## config.mk

```make
export PLATFORM = sky130hd
export DESIGN_NAME = rle_escape_compressor_core_flat
export DESIGN_NICKNAME = d
export VERILOG_FILES = /design/src/rtl/core/rlec_pkg.sv /design/src/rtl/core/rlec_if.sv /design/src/rtl/core/rle_escape_compressor_core.sv /design/src/rtl/core/rlec_front.sv /design/src/rtl/core/rlec_cmd_fifo.sv /design/src/rtl/core/rlec_back.sv /design/src/flat_wrapper.sv
export SDC_FILE = /design/constraint.sdc
export NUM_CORES = 1
export LEC_CHECK = 0
export BUFFER_PORTS_ARGS = -buffer_cell sky130_fd_sc_hd__buf_2
export CAP_MARGIN = 20
export CORE_UTILIZATION = 30
export CTS_CLUSTER_DIAMETER = 40
export DETAILED_ROUTE_END_ITERATION = 7
export SLEW_MARGIN = 20
export SYNTH_ARGS = -nofsm -noshare
export SYNTH_HDL_FRONTEND = slang
export SYNTH_SLANG_ARGS = --single-unit
```

## constraint.sdc

```tcl
create_clock -name clk_i -period 3.45 [get_ports clk_i]
set_input_delay 0.5175 -clock clk_i [delete_from_list [all_inputs] [get_ports clk_i]]
set_output_delay 0.5175 -clock clk_i [all_outputs]
set_load 0.005 [all_outputs]
```

## src/rtl/core/rlec_pkg.sv

```systemverilog
// Package for the run-length escape compressor.
// Holds the run command type, queue sizing and shared constants.
// No dependencies.
package rlec_pkg;

  localparam logic [7:0] EscapeByte   = 8'hFF;
  localparam logic [7:0] LiteralLimit = 8'd3;

  localparam int unsigned CmdDepth = 4;
  localparam int unsigned CmdPtrW  = $clog2(CmdDepth);
  localparam int unsigned CmdCntW  = $clog2(CmdDepth + 1);

  // One closed run, ready to be expanded into compressed bytes.
  typedef struct packed {
    logic [7:0] value;
    logic [7:0] length;
    logic       esc;
    logic       item_last;
    logic       block_end;
  } rlec_cmd_t;

  // Up to two run commands pushed by the front in one cycle.
  typedef struct packed {
    logic      push0;
    logic      push1;
    rlec_cmd_t cmd0;
    rlec_cmd_t cmd1;
  } rlec_push_t;

  function automatic logic rlec_needs_esc(logic [7:0] length, logic [7:0] value);
    rlec_needs_esc = (length > LiteralLimit) || (value == EscapeByte);
  endfunction

endpackage

```

## src/rtl/core/rlec_if.sv

```systemverilog
// Handshake interfaces for the run-length escape compressor channels.
// Input request carries one raw byte; output request carries one compressed byte.
// No dependencies.
interface rlec_in_if;
  logic       valid;
  logic       ready;
  logic [7:0] data_byte;
  logic       block_last;

  modport source (output valid, output data_byte, output block_last, input ready);
  modport sink   (input valid, input data_byte, input block_last, output ready);
endinterface

interface rlec_out_if;
  logic       valid;
  logic       ready;
  logic [7:0] out_byte;
  logic       item_last;
  logic       block_end;

  modport source (output valid, output out_byte, output item_last, output block_end,
                  input ready);
  modport sink   (input valid, input out_byte, input item_last, input block_end,
                  output ready);
endinterface

```

## src/rtl/core/rle_escape_compressor_core.sv

```systemverilog
// Run-length escape compressor, top level. With an empty queue, the first compressed byte of a
// closing request passes through the command queue and the output register. Throughput: one
// request per cycle while the command queue holds at most two entries; the output side emits
// one byte per cycle while the receiver is ready, three for an escaped run. Reset clears the
// open run and the queue. Depends on rlec_pkg, rlec_if, rlec_front, rlec_cmd_fifo and rlec_back.
module rle_escape_compressor_core
  import rlec_pkg::*;
#(
  parameter int unsigned MAX_RUN = 255
) (
  input  logic       clk_i,
  input  logic       rst_ni,
  rlec_in_if.sink    in_i,
  rlec_out_if.source out_o
);

  rlec_push_t push;
  logic       space;
  logic       head_valid;
  rlec_cmd_t  head;
  logic       pop;

  rlec_front #(
    .MAX_RUN (MAX_RUN)
  ) u_front (
    .clk_i   (clk_i),
    .rst_ni  (rst_ni),
    .in_i    (in_i),
    .space_i (space),
    .push_o  (push)
  );

  rlec_cmd_fifo u_fifo (
    .clk_i        (clk_i),
    .rst_ni       (rst_ni),
    .push_i       (push),
    .space_o      (space),
    .head_valid_o (head_valid),
    .head_o       (head),
    .pop_i        (pop)
  );

  rlec_back u_back (
    .clk_i        (clk_i),
    .rst_ni       (rst_ni),
    .head_valid_i (head_valid),
    .head_i       (head),
    .pop_o        (pop),
    .out_o        (out_o)
  );

  assert property (@(posedge clk_i) disable iff (!rst_ni)
    out_o.valid && out_o.block_end |-> out_o.item_last)
    else $error("block end without item last");

  assert property (@(posedge clk_i) disable iff (!rst_ni)
    head_valid |-> head.length != 8'd0)
    else $error("empty run command queued");

  assert property (@(posedge clk_i) disable iff (!rst_ni)
    !space |-> head_valid)
    else $error("queue full while empty");

  assert property (@(posedge clk_i) disable iff (!rst_ni)
    push.push1 |-> push.push0)
    else $error("second push without first");

endmodule

```

## src/rtl/core/rlec_front.sv

```systemverilog
// Front end of the compressor: tracks the open run and turns each request
// into zero, one or two run commands. Depends on rlec_pkg and rlec_in_if.
module rlec_front
  import rlec_pkg::*;
#(
  parameter int unsigned MAX_RUN = 255
) (
  input  logic         clk_i,
  input  logic         rst_ni,
  rlec_in_if.sink      in_i,
  input  logic         space_i,
  output rlec_push_t   push_o
);

  localparam logic [7:0] RunMax = 8'(MAX_RUN);

  logic [7:0] run_value_q, run_value_d;
  logic [7:0] run_length_q, run_length_d;
  logic       accept;
  logic       close_run;
  logic [7:0] new_value;
  logic [7:0] new_length;
  rlec_cmd_t  cmd_old;
  rlec_cmd_t  cmd_cur;

  assign in_i.ready = space_i;
  assign accept     = in_i.valid && space_i;

  assign close_run = !((run_length_q != 8'd0) && (in_i.data_byte == run_value_q) &&
                       (run_length_q < RunMax));

  assign new_value  = close_run ? in_i.data_byte : run_value_q;
  assign new_length = close_run ? 8'd1 : run_length_q + 8'd1;

  always_comb begin
    cmd_old.value     = run_value_q;
    cmd_old.length    = run_length_q;
    cmd_old.esc       = rlec_needs_esc(run_length_q, run_value_q);
    cmd_old.item_last = !in_i.block_last;
    cmd_old.block_end = 1'b0;

    cmd_cur.value     = new_value;
    cmd_cur.length    = new_length;
    cmd_cur.esc       = rlec_needs_esc(new_length, new_value);
    cmd_cur.item_last = 1'b1;
    cmd_cur.block_end = 1'b1;
  end

  // The run that closes goes first; the end-of-block flush follows it.
  always_comb begin
    logic emit_old;
    emit_old      = close_run && (run_length_q != 8'd0);
    push_o.push0  = accept && (emit_old || in_i.block_last);
    push_o.push1  = accept && emit_old && in_i.block_last;
    push_o.cmd0   = emit_old ? cmd_old : cmd_cur;
    push_o.cmd1   = cmd_cur;
  end

  always_comb begin
    run_value_d  = run_value_q;
    run_length_d = run_length_q;
    if (accept) begin
      run_value_d  = new_value;
      run_length_d = in_i.block_last ? 8'd0 : new_length;
    end
  end

  always_ff @(posedge clk_i or negedge rst_ni) begin
    if (!rst_ni) begin
      run_value_q  <= 8'd0;
      run_length_q <= 8'd0;
    end else begin
      run_value_q  <= run_value_d;
      run_length_q <= run_length_d;
    end
  end

endmodule

```

## src/rtl/core/rlec_cmd_fifo.sv

```systemverilog
// Short queue of run commands between the front and back ends.
// Takes up to two commands per cycle and hands out one. Depends on rlec_pkg.
module rlec_cmd_fifo
  import rlec_pkg::*;
(
  input  logic       clk_i,
  input  logic       rst_ni,
  input  rlec_push_t push_i,
  output logic       space_o,
  output logic       head_valid_o,
  output rlec_cmd_t  head_o,
  input  logic       pop_i
);

  rlec_cmd_t            mem_q [CmdDepth];
  logic [CmdPtrW-1:0]   wr_ptr_q, wr_ptr_d;
  logic [CmdPtrW-1:0]   rd_ptr_q, rd_ptr_d;
  logic [CmdCntW-1:0]   count_q, count_d;
  logic [CmdPtrW-1:0]   wr_ptr_next;
  logic [CmdCntW-1:0]   n_push;

  assign space_o      = count_q <= CmdCntW'(CmdDepth - 2);
  assign head_valid_o = count_q != '0;
  assign head_o       = mem_q[rd_ptr_q];
  assign wr_ptr_next  = wr_ptr_q + CmdPtrW'(1);

  assign n_push = CmdCntW'(push_i.push0) + CmdCntW'(push_i.push1);

  always_comb begin
    wr_ptr_d = wr_ptr_q + CmdPtrW'(n_push);
    rd_ptr_d = rd_ptr_q + CmdPtrW'(pop_i);
    count_d  = count_q + n_push - CmdCntW'(pop_i);
  end

  always_ff @(posedge clk_i) begin
    if (push_i.push0) begin
      mem_q[wr_ptr_q] <= push_i.cmd0;
    end
    if (push_i.push1) begin
      mem_q[wr_ptr_next] <= push_i.cmd1;
    end
  end

  always_ff @(posedge clk_i or negedge rst_ni) begin
    if (!rst_ni) begin
      wr_ptr_q <= '0;
      rd_ptr_q <= '0;
      count_q  <= '0;
    end else begin
      wr_ptr_q <= wr_ptr_d;
      rd_ptr_q <= rd_ptr_d;
      count_q  <= count_d;
    end
  end

endmodule

```

## src/rtl/core/rlec_back.sv

```systemverilog
// Back end of the compressor: expands each run command into literal bytes or
// an escape, count, value triple. Depends on rlec_pkg and rlec_out_if.
module rlec_back
  import rlec_pkg::*;
(
  input  logic        clk_i,
  input  logic        rst_ni,
  input  logic        head_valid_i,
  input  rlec_cmd_t   head_i,
  output logic        pop_o,
  rlec_out_if.source  out_o
);

  logic [1:0] idx_q, idx_d;
  logic       out_valid_q, out_valid_d;
  logic [7:0] out_byte_q;
  logic       item_last_q;
  logic       block_end_q;
  logic       load;
  logic       last_byte;
  logic [7:0] next_byte;

  assign load = head_valid_i && (!out_valid_q || out_o.ready);

  always_comb begin
    if (head_i.esc) begin
      last_byte = idx_q == 2'd2;
      case (idx_q)
        2'd0:    next_byte = EscapeByte;
        2'd1:    next_byte = head_i.length;
        default: next_byte = head_i.value;
      endcase
    end else begin
      last_byte = {6'd0, idx_q} + 8'd1 == head_i.length;
      next_byte = head_i.value;
    end
  end

  assign pop_o = load && last_byte;

  always_comb begin
    idx_d       = idx_q;
    out_valid_d = out_valid_q;
    if (load) begin
      idx_d       = last_byte ? 2'd0 : idx_q + 2'd1;
      out_valid_d = 1'b1;
    end else if (out_o.ready) begin
      out_valid_d = 1'b0;
    end
  end

  always_ff @(posedge clk_i) begin
    if (load) begin
      out_byte_q  <= next_byte;
      item_last_q <= last_byte && head_i.item_last;
      block_end_q <= last_byte && head_i.block_end;
    end
  end

  always_ff @(posedge clk_i or negedge rst_ni) begin
    if (!rst_ni) begin
      idx_q       <= 2'd0;
      out_valid_q <= 1'b0;
    end else begin
      idx_q       <= idx_d;
      out_valid_q <= out_valid_d;
    end
  end

  assign out_o.valid     = out_valid_q;
  assign out_o.out_byte  = out_byte_q;
  assign out_o.item_last = item_last_q;
  assign out_o.block_end = block_end_q;

endmodule

```

## src/flat_wrapper.sv

```systemverilog
// flat-port wrapper written by rule: the top's interface ports become plain ports
module rle_escape_compressor_core_flat import rlec_pkg::*;
#(
  parameter int unsigned MAX_RUN = 255
)
  (clk_i, rst_ni, in_i_valid, in_i_data_byte, in_i_block_last, in_i_ready, out_o_valid, out_o_out_byte, out_o_item_last, out_o_block_end, out_o_ready);
  rlec_in_if in_i_i ();
  rlec_out_if out_o_i ();
  input  logic clk_i;
  input  logic rst_ni;
  input wire logic [$bits(in_i_i.valid)-1:0] in_i_valid;
  input wire logic [$bits(in_i_i.data_byte)-1:0] in_i_data_byte;
  input wire logic [$bits(in_i_i.block_last)-1:0] in_i_block_last;
  output wire logic [$bits(in_i_i.ready)-1:0] in_i_ready;
  output wire logic [$bits(out_o_i.valid)-1:0] out_o_valid;
  output wire logic [$bits(out_o_i.out_byte)-1:0] out_o_out_byte;
  output wire logic [$bits(out_o_i.item_last)-1:0] out_o_item_last;
  output wire logic [$bits(out_o_i.block_end)-1:0] out_o_block_end;
  input wire logic [$bits(out_o_i.ready)-1:0] out_o_ready;
  assign in_i_i.valid = in_i_valid;
  assign in_i_i.data_byte = in_i_data_byte;
  assign in_i_i.block_last = in_i_block_last;
  assign in_i_ready = in_i_i.ready;
  assign out_o_valid = out_o_i.valid;
  assign out_o_out_byte = out_o_i.out_byte;
  assign out_o_item_last = out_o_i.item_last;
  assign out_o_block_end = out_o_i.block_end;
  assign out_o_i.ready = out_o_ready;
  rle_escape_compressor_core #(.MAX_RUN(MAX_RUN)) u_core (.clk_i(clk_i), .rst_ni(rst_ni), .in_i(in_i_i), .out_o(out_o_i));
endmodule
```

==> summary.md <==
| Metric | Value |
|---|---|
| Share of cells above drive strength 1 | `~23%` |
| Netlist Area Pre-Place | `approximately 0.0061 mm²` |
| Nets | `about 580` |
| Hold-fix buffers, CTS | `0` |
| Antenna viol nets, final | `0` |
| Top post-synthesis cells by area | `edfxtp_1, dfrtp_1, mux4_2, a32o_1, dfxtp_1` |
| YS warnings | `0` |
| Chip width | `144.8 µm` |
| CTS tree | `done` |
| Number of enable flip-flop cells after synthesis | `between 70 and 80` |
| Most frequent cell after synthesis | `edfxtp_1` |
| Fin crit share | `between 90% and 100%` |
| Via Count | `4451` |
| DIE AREA | `approximately 0.021 mm²` |
| Fill cells | `roughly 1.9k` |
| Data required time of the critical path | `~3.7 ns` |
| Final Skew | `around 0.012 ns` |
| Worst hold slack | `roughly 0.19 ns` |
| Power Dens Cells | `around 770 mW/mm²` |
| Register area | `0.003154 mm²` |
| Seq cells post-synth | `roughly 110` |
| Pre-antenna DRT Iters | `5` |
| Commonest cells post-synth | `edfxtp_1, nor2_1, nand2_1` |
| Dominant synthesized flop cell | `edfxtp_1` |
| Post-synthesis compound-gate area fraction | `14.09%` |
| Pre-CTS setup slack | `about 0.023 ns` |
| WS Path Type | `reg2reg` |
| Synth top area share | `38.29%` |
| Tot Pwr | `about 5.4 mW` |
| Vias/cell | `roughly 5.4` |
| Multiplexer area fraction after synthesis | `about 8.6%` |
| Post-synth top area cell | `edfxtp_1` |
| IO buf count | `24` |
| First-pass GRT wire length | `24460 µm` |
| Largest net degree at the start of global routing | `47` |
| Clock Tree Root | `clkbuf_16` |
| Total Wirelength | `~16000 µm` |
| Initial antenna violation count | `0` |
| Final min period | `between 3 and 4 ns` |
| Asr flop ratio synth | `about 23%` |
| Drt drc | `0` |
| Syn-to-layout area delta | `15.24%` |
| Max clock buf depth | `2` |
| Simple-Gate Fraction of Synth Area | `~16%` |
| Antenna diodes | `0` |
| Ports | `25` |
| GR Util All Layers | `roughly 16%` |
| Placed cell areas | `0.006596 mm²` |
| Synth cell types | `66` |
| Worst setup startpoint | `u_core.u_fifo.rd_ptr_q[0]$_DFF_PN0_` |
| Fin. Hold Viols | `0` |
| Worst-path clk slew | `about 0.080 ns` |
| Clock Sink Count | `between 100 and 150` |
| Worst Tran Pin Value | `roughly 0.81 ns` |
| DP Cell Count | `approximately 800` |
| Initial core utilization | `between 30% and 40%` |
| Xor/xnor share of the synthesized area | `under 10%` |
| Largest family of logic cells by synthesized area | `simple AND/OR/NAND/NOR gates` |
| Final slew viol count | `0` |
| Chip Height | `144.8 µm` |
| Syn Area/Cell | `11.76 µm²` |
| Setup slack after layout | `approximately 0.047 ns` |
| Net Count, Synth | `roughly 550` |
| Worst-Skew Late Latency | `0.36 ns` |
| Adder-cell share of the synthesized area | `about 2.8%` |
| CTS Buf Count | `9` |
| R2r startpoint | `u_core.u_fifo.rd_ptr_q[0]$_DFF_PN0_` |
| HP Class | `in2async` |
| Worst VDD drop | `around 0.43 mV` |
| Multi-input gate area in the final layout | `~0.0028 mm²` |
| Core area | `just under 0.02 mm²` |
| Design Area, Final | `a little over 0.007 mm²` |
| Status | `finished clean` |
| Gr ovfl total | `0` |
| Vias in the first global route | `4272` |
| CP Max Fanout | `5` |
| Post-synthesis cell count | `520` |
| Placer congestion estimate | `about 0.9` |
| Initial DRC Count | `about 460` |
| Crit path DAT | `~3.7 ns` |
| Critical Path End Type | `flip-flop` |
| Post-synthesis sequential area ratio | `between 50% and 60%` |
| Setup TNS Final | `0 ns` |
| Final setup fails | `0` |
| Max cap viols | `0` |
| Htree depth | `3` |
| Post-Layout Cell Count | `820` |
| LEAKAGE | `about 2.5 nW` |
| Reg2Reg Setup Slack | `0.05 ns` |
| Relative slew slack | `between 40% and 50%` |
| Peak Freq | `~290 MHz` |
| WL/cell | `approximately 19 µm` |
| Utilization after layout | `35.75%` |
| Hpwl dp | `about 11000 µm` |
| # rows | `between 50 and 60` |
| Startpoint types | `flip-flop` |
cells by family after synthesis:
family,after synthesis
and+or+nand+nor,172
DFF,112
muxes,28
adders and majority gates,13
xor gates and xnor gates,22
buffers and inverters,59
AOI/OAI and AO/OA,114
power by group:
group | total, mW | internal [mW] | switching [mW]
logic | 2.14 | 0.946 | 1.20
registers | 2.16 | 1.86 | 0.300
clock network | 1.11 | 0.595 | 0.511
area by class of cell:
class                           count  area share (%)
Sequential cell                   112           44.75
Multi-Input combinational cell    349           39.23
Timing Repair Buffer               63           6.017
Tap cell                          265           4.704
Clock buffer                       10           3.390
Clock inverter                      6           1.083
Inverter                           15          0.8342
per-layer routing:
layer  vias to the layer above  part of all wire (%)  global-route usage [%]
li1                       2063                     -                       -
met1                      2160                    45                   21.63
met2                       204                    46                   24.54
met3                        24                   6.6                   2.632
met4                         0                   2.3                   5.983
met5                         -                     0                       0
worst paths after layout:
| check | end | depth (start not counted) |
|---|---|---|
| max in group asynchronous | u_core.u_fifo.rd_ptr_q[0]$_DFF_PN0_ | 1 |
| hold / removal | u_core.u_back.idx_q[1]$_DFFE_PN0P_ | 1 |
| setup / recovery | u_core.u_fifo.count_q[2]$_DFF_PN0_ | 14 |
| setup reg to reg | u_core.u_fifo.count_q[2]$_DFF_PN0_ | 14 |
| hold reg to reg | u_core.u_fifo.mem_q[1][1]$_SDFFE_PP1P_ | 1 |
| min in group clk_i | u_core.u_back.out_o.valid$_DFFE_PN0P_ | 4 |
registers in the layout (all words and copies together) (netlist names):
register / flops
u_core.u_front.run_length_q: 8
u_core.u_back.idx_q: 2
u_core.u_front.run_value_q: 8
u_core.u_fifo.mem_q: 76
u_core.u_fifo.count_q: 3
u_core.u_back.out_o.out_byte: 8
u_core.u_back.out_o.item_last: 1
u_core.u_fifo.wr_ptr_q: 2
u_core.u_back.out_o.valid: 1
u_core.u_fifo.rd_ptr_q: 2
u_core.u_back.out_o.block_end: 1
cell usage in the layout, fill, tap and decap left out, drive strengths merged, types with 8 or more instances in the layout:
master  synthesis  layout
xnor2          10      10
buf            21      63
nand4          11      11
mux2            8       8
and3           16      16
nand3          31      31
dfxtp           8       8
a32o           21      21
mux4           19      19
clkbuf         23      10
dfrtp          26      26
nor3           17      17
a21oi          17      17
nand2          31      31
inv            15      17
ha             12      12
o21ai          23      23
xor2           12      12
edfxtp         78      78
nor2           34      34
critical path, cell delays in order, from the launching register on:
cell     delay, ns
dfrtp_2       0.43
buf_6         0.12
mux4_2        0.50
or4_4         0.56
nor3_4        0.20
a22oi_2       0.08
nor2b_1       0.12
buf_4         0.16
ha_4          0.21
inv_4         0.05
ha_4          0.12
inv_2         0.04
fa_2          0.40
xor2_2        0.18
xnor2_1       0.12
what timing repair did:
item / in CTS / in global routing
pin swaps: 0 / 5
buffers inserted: 0 / 9
setup endpoints to repair: 1 / 2
gates resized for setup: 1 / 15
gates cloned: 0 / 0
hold endpoints to repair: 0 / 0
(Power assumes the default switching activity.)
